## config.mk

```make
export PLATFORM = sky130hd
export DESIGN_NAME = pamt_ctrl_flat
export DESIGN_NICKNAME = d
export VERILOG_FILES = /design/src/hw/rtl/pamt_pkg.sv /design/src/hw/rtl/pamt_if.sv /design/src/hw/rtl/pamt_ctrl.sv /design/src/flat_wrapper.sv
export SDC_FILE = /design/constraint.sdc
export NUM_CORES = 1
export LEC_CHECK = 0
export BUFFER_PORTS_ARGS = -buffer_cell sky130_fd_sc_hd__buf_2
export CELL_PAD_IN_SITES_DETAIL_PLACEMENT = 0
export CELL_PAD_IN_SITES_GLOBAL_PLACEMENT = 2
export CORE_ASPECT_RATIO = 0.7
export CORE_MARGIN = 2
export CORE_UTILIZATION = 38
export CTS_CLUSTER_DIAMETER = 40
export DETAILED_ROUTE_END_ITERATION = 12
export GPL_TIMING_DRIVEN = 0
export PLACE_DENSITY = 0.74
export SLEW_MARGIN = 25
export SYNTH_ARGS = -nofsm -noshare
export SYNTH_HDL_FRONTEND = slang
export SYNTH_SLANG_ARGS = --single-unit
export TNS_END_PERCENT = 30
```

## constraint.sdc

```tcl
create_clock -name clk -period 4.67 [get_ports clk]
set_clock_uncertainty 0.2 [all_clocks]
set_input_delay 0.467 -clock clk [delete_from_list [all_inputs] [get_ports clk]]
set_output_delay 0.467 -clock clk [all_outputs]
set_load 0.1 [all_outputs]
```

## src/hw/rtl/pamt_pkg.sv

```systemverilog
// Shared types and constants of the paged address map translator.
// No dependencies; every other file imports this package.
package pamt_pkg;

  // fixed field widths of the request and result channels
  localparam int ADDR_W   = 32;
  localparam int SIZE_W   = 32;
  localparam int RID_IN_W = 4;
  localparam int OWNER_W  = 4;
  localparam int SIDX_W   = 22;

  // request function codes
  localparam logic FUNC_MAP       = 1'b0;
  localparam logic FUNC_TRANSLATE = 1'b1;

  typedef enum logic [2:0] {
    S_IDLE,
    S_TR_LOOK,
    S_MAP_SETUP,
    S_MAP_WALK,
    S_MAP_DONE
  } pamt_state_t;

  // page table port controls
  typedef struct packed {
    logic rd_en;
    logic wr_en;
  } pamt_mem_ctl_t;

endpackage

```

## src/hw/rtl/pamt_if.sv

```systemverilog
// Request and result channel interfaces of the paged address map translator.
// Depends on pamt_pkg for field widths.
interface pamt_in_if import pamt_pkg::*; ();
  logic                valid;
  logic                ready;
  logic                func;
  logic [ADDR_W-1:0]   address;
  logic [RID_IN_W-1:0] region_id;
  logic [SIZE_W-1:0]   region_size;

  modport source (output valid, func, address, region_id, region_size, input ready);
  modport sink   (input valid, func, address, region_id, region_size, output ready);
endinterface

interface pamt_out_if import pamt_pkg::*; ();
  logic               valid;
  logic               ready;
  logic               fault;
  logic [OWNER_W-1:0] owner_region;
  logic [SIDX_W-1:0]  storage_index;
  logic               overwrote;
  logic               clipped;

  modport source (output valid, fault, owner_region, storage_index, overwrote, clipped,
                  input ready);
  modport sink   (input valid, fault, owner_region, storage_index, overwrote, clipped,
                  output ready);
endinterface

```

## src/hw/rtl/pamt_ctrl.sv

```systemverilog
// Sequencer and datapath: accepts requests, walks the page table one page per cycle
// for maps and does the lookup for translates. Depends on pamt_pkg and pamt_if.
module pamt_ctrl import pamt_pkg::*; #(
  parameter int OW  = 12,
  parameter int PIW = 10,
  parameter int RW  = 4
) (
  input  logic           clk,
  input  logic           rst_n,
  pamt_in_if.sink        in_ch,
  pamt_out_if.source     out_ch,
  output pamt_mem_ctl_t  mem_ctl,
  output logic [PIW-1:0] mem_raddr,
  output logic [PIW-1:0] mem_waddr,
  output logic [RW:0]    mem_wdata,
  input  logic [RW:0]    mem_rdata,
  input  logic           clr_busy
);

  localparam int NREG = 1 << RW;
  localparam int LW   = PIW + OW;
  localparam logic [SIZE_W:0] OFF_MASK = {{(SIZE_W+1-OW){1'b0}}, {OW{1'b1}}};

  pamt_state_t state_r, state_nxt;

  logic [ADDR_W-1:0] addr_r;
  logic [RW-1:0]     rid_r;
  logic [SIZE_W-1:0] size_r;
  logic [PIW-1:0]    region_first_r [NREG];

  logic [PIW-1:0] cur_r, cur_nxt;
  logic [PIW:0]   left_r, left_nxt;
  logic           pend_r, pend_nxt;
  logic [PIW-1:0] pend_addr_r;
  logic           over_r, clip_r;

  logic               out_valid_r;
  logic               out_fault_r;
  logic [OWNER_W-1:0] out_owner_r;
  logic [SIDX_W-1:0]  out_sidx_r;
  logic               out_over_r;
  logic               out_clip_r;

  logic acc, in_ready, out_free, out_load;

  // map setup arithmetic
  logic [PIW-1:0] page_r;
  logic [SIZE_W:0] size_up, count, room;
  logic            clip_calc;
  logic [PIW:0]    n_pages;

  // translate lookup
  logic               pg_valid;
  logic [RW-1:0]      pg_owner;
  logic [PIW-1:0]     first_pg, diff;
  logic [LW-1:0]      lin;
  logic [LW+SIDX_W-1:0] lin_ext;
  logic [RW+OWNER_W-1:0] owner_ext;
  logic               res_fault;
  logic [OWNER_W-1:0] res_owner;
  logic [SIDX_W-1:0]  res_sidx;

  assign page_r    = addr_r[OW +: PIW];
  assign size_up   = {1'b0, size_r} + OFF_MASK;
  assign count     = size_up >> OW;
  assign room      = ((SIZE_W+1)'(1) << PIW) - (SIZE_W+1)'(page_r);
  assign clip_calc = count > room;
  assign n_pages   = clip_calc ? room[PIW:0] : count[PIW:0];

  assign pg_valid  = mem_rdata[RW];
  assign pg_owner  = mem_rdata[RW-1:0];
  assign first_pg  = region_first_r[pg_owner];
  assign diff      = page_r - first_pg;
  assign lin       = {diff, addr_r[OW-1:0]};
  assign lin_ext   = {{SIDX_W{1'b0}}, lin};
  assign owner_ext = {{OWNER_W{1'b0}}, pg_owner};
  assign res_fault = !pg_valid;
  assign res_owner = pg_valid ? owner_ext[OWNER_W-1:0] : '0;
  assign res_sidx  = pg_valid ? lin_ext[SIDX_W-1:0] : '0;

  assign in_ready = (state_r == S_IDLE) && !clr_busy;
  assign acc      = in_ch.valid && in_ready;
  assign out_free = !out_valid_r || out_ch.ready;

  // next state
  always_comb begin
    state_nxt = state_r;
    unique case (state_r)
      S_IDLE: begin
        if (acc) state_nxt = (in_ch.func == FUNC_TRANSLATE) ? S_TR_LOOK : S_MAP_SETUP;
      end
      S_TR_LOOK: begin
        if (out_free) state_nxt = S_IDLE;
      end
      S_MAP_SETUP: begin
        state_nxt = (size_r == '0) ? S_MAP_DONE : S_MAP_WALK;
      end
      S_MAP_WALK: begin
        if (left_r == '0 && !pend_r) state_nxt = S_MAP_DONE;
      end
      S_MAP_DONE: begin
        if (out_free) state_nxt = S_IDLE;
      end
      default: state_nxt = S_IDLE;
    endcase
  end

  // outputs and walker next values
  always_comb begin
    mem_ctl   = '0;
    mem_raddr = in_ch.address[OW +: PIW];
    mem_waddr = pend_addr_r;
    mem_wdata = {1'b1, rid_r};
    out_load  = 1'b0;
    cur_nxt   = cur_r;
    left_nxt  = left_r;
    pend_nxt  = pend_r;
    unique case (state_r)
      S_IDLE: begin
        mem_ctl.rd_en = acc && (in_ch.func == FUNC_TRANSLATE);
      end
      S_TR_LOOK: begin
        out_load = out_free;
      end
      S_MAP_SETUP: begin
        cur_nxt  = page_r;
        left_nxt = (size_r == '0) ? '0 : n_pages;
        pend_nxt = 1'b0;
      end
      S_MAP_WALK: begin
        // read page k while page k-1 is checked and written
        mem_raddr     = cur_r;
        mem_ctl.rd_en = (left_r != '0);
        mem_ctl.wr_en = pend_r;
        pend_nxt      = (left_r != '0);
        if (left_r != '0) begin
          cur_nxt  = cur_r + PIW'(1);
          left_nxt = left_r - (PIW+1)'(1);
        end
      end
      S_MAP_DONE: begin
        out_load = out_free;
      end
      default: begin
        mem_ctl = '0;
      end
    endcase
  end

  always_ff @(posedge clk) begin
    if (!rst_n) begin
      state_r     <= S_IDLE;
      left_r      <= '0;
      pend_r      <= 1'b0;
      out_valid_r <= 1'b0;
    end else begin
      state_r  <= state_nxt;
      left_r   <= left_nxt;
      pend_r   <= pend_nxt;
      if (out_load) out_valid_r <= 1'b1;
      else if (out_ch.ready) out_valid_r <= 1'b0;
    end
  end

  always_ff @(posedge clk) begin
    cur_r <= cur_nxt;
    if (state_r == S_MAP_WALK) pend_addr_r <= cur_r;
    if (acc) begin
      addr_r <= in_ch.address;
      rid_r  <= in_ch.region_id[RW-1:0];
      size_r <= in_ch.region_size;
    end
    if (state_r == S_MAP_SETUP) begin
      over_r <= 1'b0;
      clip_r <= (size_r != '0) && clip_calc;
      if (size_r != '0) region_first_r[rid_r] <= page_r;
    end else if (state_r == S_MAP_WALK && pend_r && pg_valid) begin
      over_r <= 1'b1;
    end
    if (out_load) begin
      if (state_r == S_TR_LOOK) begin
        out_fault_r <= res_fault;
        out_owner_r <= res_owner;
        out_sidx_r  <= res_sidx;
        out_over_r  <= 1'b0;
        out_clip_r  <= 1'b0;
      end else begin
        out_fault_r <= 1'b0;
        out_owner_r <= '0;
        out_sidx_r  <= '0;
        out_over_r  <= over_r;
        out_clip_r  <= clip_r;
      end
    end
  end

  assign in_ch.ready          = in_ready;
  assign out_ch.valid         = out_valid_r;
  assign out_ch.fault         = out_fault_r;
  assign out_ch.owner_region  = out_owner_r;
  assign out_ch.storage_index = out_sidx_r;
  assign out_ch.overwrote     = out_over_r;
  assign out_ch.clipped       = out_clip_r;

  a_tr_lookup: assert property (@(posedge clk) disable iff (!rst_n)
    (acc && in_ch.func == FUNC_TRANSLATE) |=> (state_r == S_TR_LOOK))
    else $error("translate request did not go to lookup");

  a_no_wr_in_clear: assert property (@(posedge clk) disable iff (!rst_n)
    !(clr_busy && mem_ctl.wr_en))
    else $error("table write during clearing pass");

  a_walk_count: assert property (@(posedge clk) disable iff (!rst_n)
    (state_r == S_MAP_WALK && left_r != '0) |=> (left_r == $past(left_r) - (PIW+1)'(1)))
    else $error("page walk count did not step");

  a_done_retired: assert property (@(posedge clk) disable iff (!rst_n)
    (state_r == S_MAP_DONE) |-> !pend_r)
    else $error("map reported with a page write pending");

  a_result_kind: assert property (@(posedge clk) disable iff (!rst_n)
    (out_valid_r && (out_clip_r || out_over_r)) |-> !out_fault_r)
    else $error("map flags on a translate result");

endmodule

```

## src/flat_wrapper.sv

```systemverilog
// flat-port wrapper written by rule: the top's interface ports become plain ports
module pamt_ctrl_flat import pamt_pkg::*;
#(
  parameter int OW  = 12,
  parameter int PIW = 10,
  parameter int RW  = 4
)
  (clk, rst_n, mem_ctl, mem_raddr, mem_waddr, mem_wdata, mem_rdata, clr_busy, in_ch_valid, in_ch_func, in_ch_address, in_ch_region_id, in_ch_region_size, in_ch_ready, out_ch_valid, out_ch_fault, out_ch_owner_region, out_ch_storage_index, out_ch_overwrote, out_ch_clipped, out_ch_ready);
  pamt_in_if in_ch_i ();
  pamt_out_if out_ch_i ();
  input  logic clk;
  input  logic rst_n;
  output pamt_mem_ctl_t mem_ctl;
  output logic [PIW-1:0] mem_raddr;
  output logic [PIW-1:0] mem_waddr;
  output logic [RW:0] mem_wdata;
  input  logic [RW:0] mem_rdata;
  input  logic clr_busy;
  input wire logic [$bits(in_ch_i.valid)-1:0] in_ch_valid;
  input wire logic [$bits(in_ch_i.func)-1:0] in_ch_func;
  input wire logic [$bits(in_ch_i.address)-1:0] in_ch_address;
  input wire logic [$bits(in_ch_i.region_id)-1:0] in_ch_region_id;
  input wire logic [$bits(in_ch_i.region_size)-1:0] in_ch_region_size;
  output wire logic [$bits(in_ch_i.ready)-1:0] in_ch_ready;
  output wire logic [$bits(out_ch_i.valid)-1:0] out_ch_valid;
  output wire logic [$bits(out_ch_i.fault)-1:0] out_ch_fault;
  output wire logic [$bits(out_ch_i.owner_region)-1:0] out_ch_owner_region;
  output wire logic [$bits(out_ch_i.storage_index)-1:0] out_ch_storage_index;
  output wire logic [$bits(out_ch_i.overwrote)-1:0] out_ch_overwrote;
  output wire logic [$bits(out_ch_i.clipped)-1:0] out_ch_clipped;
  input wire logic [$bits(out_ch_i.ready)-1:0] out_ch_ready;
  assign in_ch_i.valid = in_ch_valid;
  assign in_ch_i.func = in_ch_func;
  assign in_ch_i.address = in_ch_address;
  assign in_ch_i.region_id = in_ch_region_id;
  assign in_ch_i.region_size = in_ch_region_size;
  assign in_ch_ready = in_ch_i.ready;
  assign out_ch_valid = out_ch_i.valid;
  assign out_ch_fault = out_ch_i.fault;
  assign out_ch_owner_region = out_ch_i.owner_region;
  assign out_ch_storage_index = out_ch_i.storage_index;
  assign out_ch_overwrote = out_ch_i.overwrote;
  assign out_ch_clipped = out_ch_i.clipped;
  assign out_ch_i.ready = out_ch_ready;
  pamt_ctrl #(.OW(OW), .PIW(PIW), .RW(RW)) u_core (.clk(clk), .rst_n(rst_n), .in_ch(in_ch_i), .out_ch(out_ch_i), .mem_ctl(mem_ctl), .mem_raddr(mem_raddr), .mem_waddr(mem_waddr), .mem_wdata(mem_wdata), .mem_rdata(mem_rdata), .clr_busy(clr_busy));
endmodule
```

==> key figures <==
Run status
  – Result of the run: finished clean

Timing
  – Setup Total Neg Slack: 0 ns
  – Slew at the pin closest to its max-slew limit: 1.024 ns
  – Max Fclk: 231.2 MHz
  – Headroom to the max-slew limit: 31.76%
  – Setup repair after global routing missed its margin: no
  – Final-report max-slew violation count: 0
  – Period Utilization, post-route: 92.62%
  – WHS: 0.05383 ns
  – Fin. Hold Viols: 0
  – Endpoints failing setup: 0
  – Fin crit period: 4.325 ns

GRT
  – Maximum number of pins on one net before global-route repair: 43
  – Initial antenna violation count: 0
  – Global-route usage over all layers: 18.41%
  – Global-route wire length before repair: 46.38 mm
  – Vias in the first global route: 7,606
  – Overflow after GRT: 0

Power and ir drop
  – VDD IR-drop max: 384.1 µV
  – Static power due to leakage: 5.622 nW
  – Power Dens Cells: 479.3 nW/µm²

Drt
  – Wirelength, routed: 30.53 mm
  – DR iter-0 viols: 742
  – Vias per std cell: 5.153
  – Total via count in the routed design: 7,637
  – TritonRoute pass-1 iters: 5
  – Total DRC errors in the routed layout: 0
  – Count of antenna-violating nets left after detailed routing: 0
  – Mean routed wirelength per cell: 20.60 µm

Finish
  – Net count, final: 1,133
  – Filler cell count: 2,795
  – Fraction of layout cells with a size suffix above 1: 26.92%
  – Final std cell area, no fill: 15,440 µm²
  – Antenna cells: 0
  – Synthesis-to-layout area growth: 25.24%
  – Final Core Density: 48.03%

CTS
  – Maximum level of the CTS H-tree: 2
  – Number of setup buffers added after CTS: 0
  – Number of buffers added by the clock tree synthesis step: 36
  – Clk Tree Root Cell: sky130_fd_sc_hd__clkbuf_16
  – CTS clk-pin slew, worst paths: 0.06 ns
  – Number of sinks on the clock net: 285
  – Clk_lat worst skew: 0.52 ns
  – Number of buffers on the longest clock path: 3
  – Clock tree from TritonCTS: built

Placed design
  – Standard cell area after detailed placement: 13,610 µm²
  – Weighted congestion at the end of routability-driven global placement: 0.7803
  – Detailed Place HPWL: 20.27 mm
  – Number of input and output port buffers inserted: 123

Die
  – Number of primary I/O pins: 137
  – CORE AREA: 32,140 µm²
  – Die Ht: 154.7 µm
  – Initial core utilization: 38.35%
  – Width of the die: 219.3 µm
  – Overall die area: 33,920 µm²
  – Floorplan row count: 55

Synth
  – Number of cells produced by synthesis: 805
  – Most frequently used flop master after synthesis: sky130_fd_sc_hd__edfxtp_1
  – Count of flip-flops with a built-in enable after synthesis: 268
  – Flip-flop and latch count after synthesis: 285
  – Unique cell type count in the Yosys netlist: 63
  – Fraction of the yosys area taken by sequential cells: 68.05%
  – Async set-reset flop share out of synthesis: 0%
  – Mapped Nets: 908
  – Combined area of all synthesized cells: 12,330 µm²
  – Number of warnings printed during yosys synthesis: 0
  – Syn avg cell area: 15.31 µm²
  – Share of the synthesized area in the top cell type: 65.29%
  – Most area-hungry cell type in the Yosys netlist: sky130_fd_sc_hd__edfxtp_1
  – Area contributors post-synth: sky130_fd_sc_hd__edfxtp_1 (65%), sky130_fd_sc_hd__mux4_2 (9.1%), sky130_fd_sc_hd__dfxtp_1 (2.8%)

Setup path
  – Capturing element type of the critical path: flop
  – Arr. time, crit path: 4.52 ns
  – Required time at the worst-slack endpoint: 4.87 ns
  – Start-to-end type of the worst setup path: reg -> reg
  – Peak fanout along the critical path: 10
  – Critical path launch point type: flop

Worst hold path
  – Worst min-delay path class: in -> reg

Flow run
  – Max_cap viols: 0
==> synth_stat cells, drive strengths merged, types with 5 or more instances <==
cell	instances
clkbuf	24
inv	27
a21oi	16
nand3b	5
o21ai	36
xnor2	10
and4	5
buf	8
nand2	76
nor4	12
and2	8
nor2b	9
mux2i	9
a21boi	9
xor2	20
dfxtp	17
ha	23
nand2b	8
nor2	45
edfxtp	268
nor3	21
and3	25
nand3	19
mux4	50
==> critical path: stages, from the launching register on <==
cell                       delay (ns)
sky130_fd_sc_hd__edfxtp_1        0.38
sky130_fd_sc_hd__nor4_2          0.36
sky130_fd_sc_hd__a31oi_1         0.18
sky130_fd_sc_hd__clkbuf_2        0.22
sky130_fd_sc_hd__and3_2          0.25
sky130_fd_sc_hd__and3_1          0.19
sky130_fd_sc_hd__xnor2_1         0.17
sky130_fd_sc_hd__inv_1           0.07
sky130_fd_sc_hd__ha_1            0.30
sky130_fd_sc_hd__a211oi_1        0.25
sky130_fd_sc_hd__o21ai_0         0.14
sky130_fd_sc_hd__a21oi_1         0.13
sky130_fd_sc_hd__o22ai_1         0.09
sky130_fd_sc_hd__or4b_4          0.54
sky130_fd_sc_hd__buf_6           0.19
sky130_fd_sc_hd__mux2i_1         0.18
sky130_fd_sc_hd__a221oi_1        0.30
sky130_fd_sc_hd__nor2_1          0.09
==> flip-flops by register name, indices dropped and copies added, names as in the netlist, 4 cells and up <==
name	flops
u_core.cur_r	10
u_core.left_r	11
u_core.rid_r	4
u_core.out_ch.storage_index	22
u_core.region_first_r	160
u_core.out_ch.owner_region	4
u_core.mem_waddr	10
u_core.size_r	32
u_core.addr_r	22
==> path summary, 6_finish.rpt <==
| check | from | endpoint | slack [ns] | cells past startpoint |
|---|---|---|---|---|
| min | in_ch_func | u_core.state_r[1]$_SDFFE_PN0P_ | 0.05 | 3 |
| max reg2reg | u_core.size_r[11]$_DFFE_PP_ | u_core.left_r[8]$_SDFFE_PN0P_ | 0.34 | 17 |
| max | u_core.size_r[11]$_DFFE_PP_ | u_core.left_r[8]$_SDFFE_PN0P_ | 0.34 | 17 |
| min reg2reg | u_core.over_r$_SDFFE_PP0P_ | u_core.over_r$_SDFFE_PP0P_ | 0.27 | 2 |
==> placed cells by master, fill, tap and decap left out, types with 9 or more instances in the layout <==
cell / Yosys / final
sky130_fd_sc_hd__edfxtp_1: 268 / 268
sky130_fd_sc_hd__buf_2: 1 / 124
sky130_fd_sc_hd__nand2_1: 76 / 76
sky130_fd_sc_hd__dlygate4sd3_1: 0 / 58
sky130_fd_sc_hd__mux4_2: 50 / 50
sky130_fd_sc_hd__clkbuf_16: 0 / 37
sky130_fd_sc_hd__o21ai_0: 36 / 36
sky130_fd_sc_hd__nor2_1: 45 / 33
sky130_fd_sc_hd__inv_1: 27 / 26
sky130_fd_sc_hd__and3_1: 23 / 23
sky130_fd_sc_hd__ha_1: 23 / 23
sky130_fd_sc_hd__clkbuf_1: 24 / 21
sky130_fd_sc_hd__xor2_1: 20 / 20
sky130_fd_sc_hd__nand3_1: 19 / 19
sky130_fd_sc_hd__nor3_1: 21 / 17
sky130_fd_sc_hd__dfxtp_1: 17 / 17
sky130_fd_sc_hd__a21oi_1: 15 / 15
sky130_fd_sc_hd__nor2_2: 0 / 12
sky130_fd_sc_hd__xnor2_1: 10 / 10
sky130_fd_sc_hd__nor2b_1: 9 / 9
sky130_fd_sc_hd__a21boi_0: 9 / 9
sky130_fd_sc_hd__mux2i_1: 9 / 9
==> kinds of logic after synthesis <==
| family | Yosys count | share of synthesized area (%) |
|---|---|---|
| mux | 60 | 9.989 |
| other cells | 1 | 0.03042 |
| compound gates | 94 | 4.842 |
| fa+ha+maj | 24 | 2.497 |
| buf+inv | 59 | 1.898 |
| xor+xnor | 30 | 2.132 |
| flops | 285 | 68.05 |
| simple gates | 252 | 10.56 |
==> area by class of cell <==
cell class	instances	area [µm²]	area share, %
clock buffers	40	937.1	6.071
plain buffers	32	150.1	0.9727
clock inverters	23	250.2	1.621
flip-flops and latches	285	8388	54.34
multi-input cells	461	3791	24.56
well taps	427	534.3	3.461
inverters	27	101.3	0.6566
repair buffers	187	1284	8.316
==> timing repair <==
action                                  CTS  global route
resized for setup                         5            23
endpoints found under the setup margin   10            22
hold buffers                             58             0
hold endpoints to repair                 58             0
==> stage by stage <==
| stage | setup slack, ns | power [mW] | cells |
|---|---|---|---|
| after floorplan | -0.03121 | 4.282 | 805 |
| after global placement | -0.8032 | 4.647 | 1355 |
| after detailed placement | -0.8464 | 4.666 | 1360 |
| after CTS | -0.07315 | 7.468 | 1481 |
| after global routing | 0.01117 | 7.726 | 1482 |
| final | 0.3447 | 7.399 | 1482 |
==> metal layers <==
metal,vias up,share of wire [%],track usage (%)
met3,44,6.8,3.363
met4,0,2.1,5.180
li1,3586,-,-
met2,257,43,26.78
met1,3750,48,28.16
met5,-,0,0
==> report_power, final <==
group | internal, mW | total (mW) | switching, mW
Combinational | 0.381 | 1.44 | 1.06
Sequential | 3.05 | 3.21 | 0.163
Clock | 1.65 | 2.75 | 1.10
Total | 5.08 | 7.40 | 2.32
No activity file was read; power rests on OpenSTA's default activity.
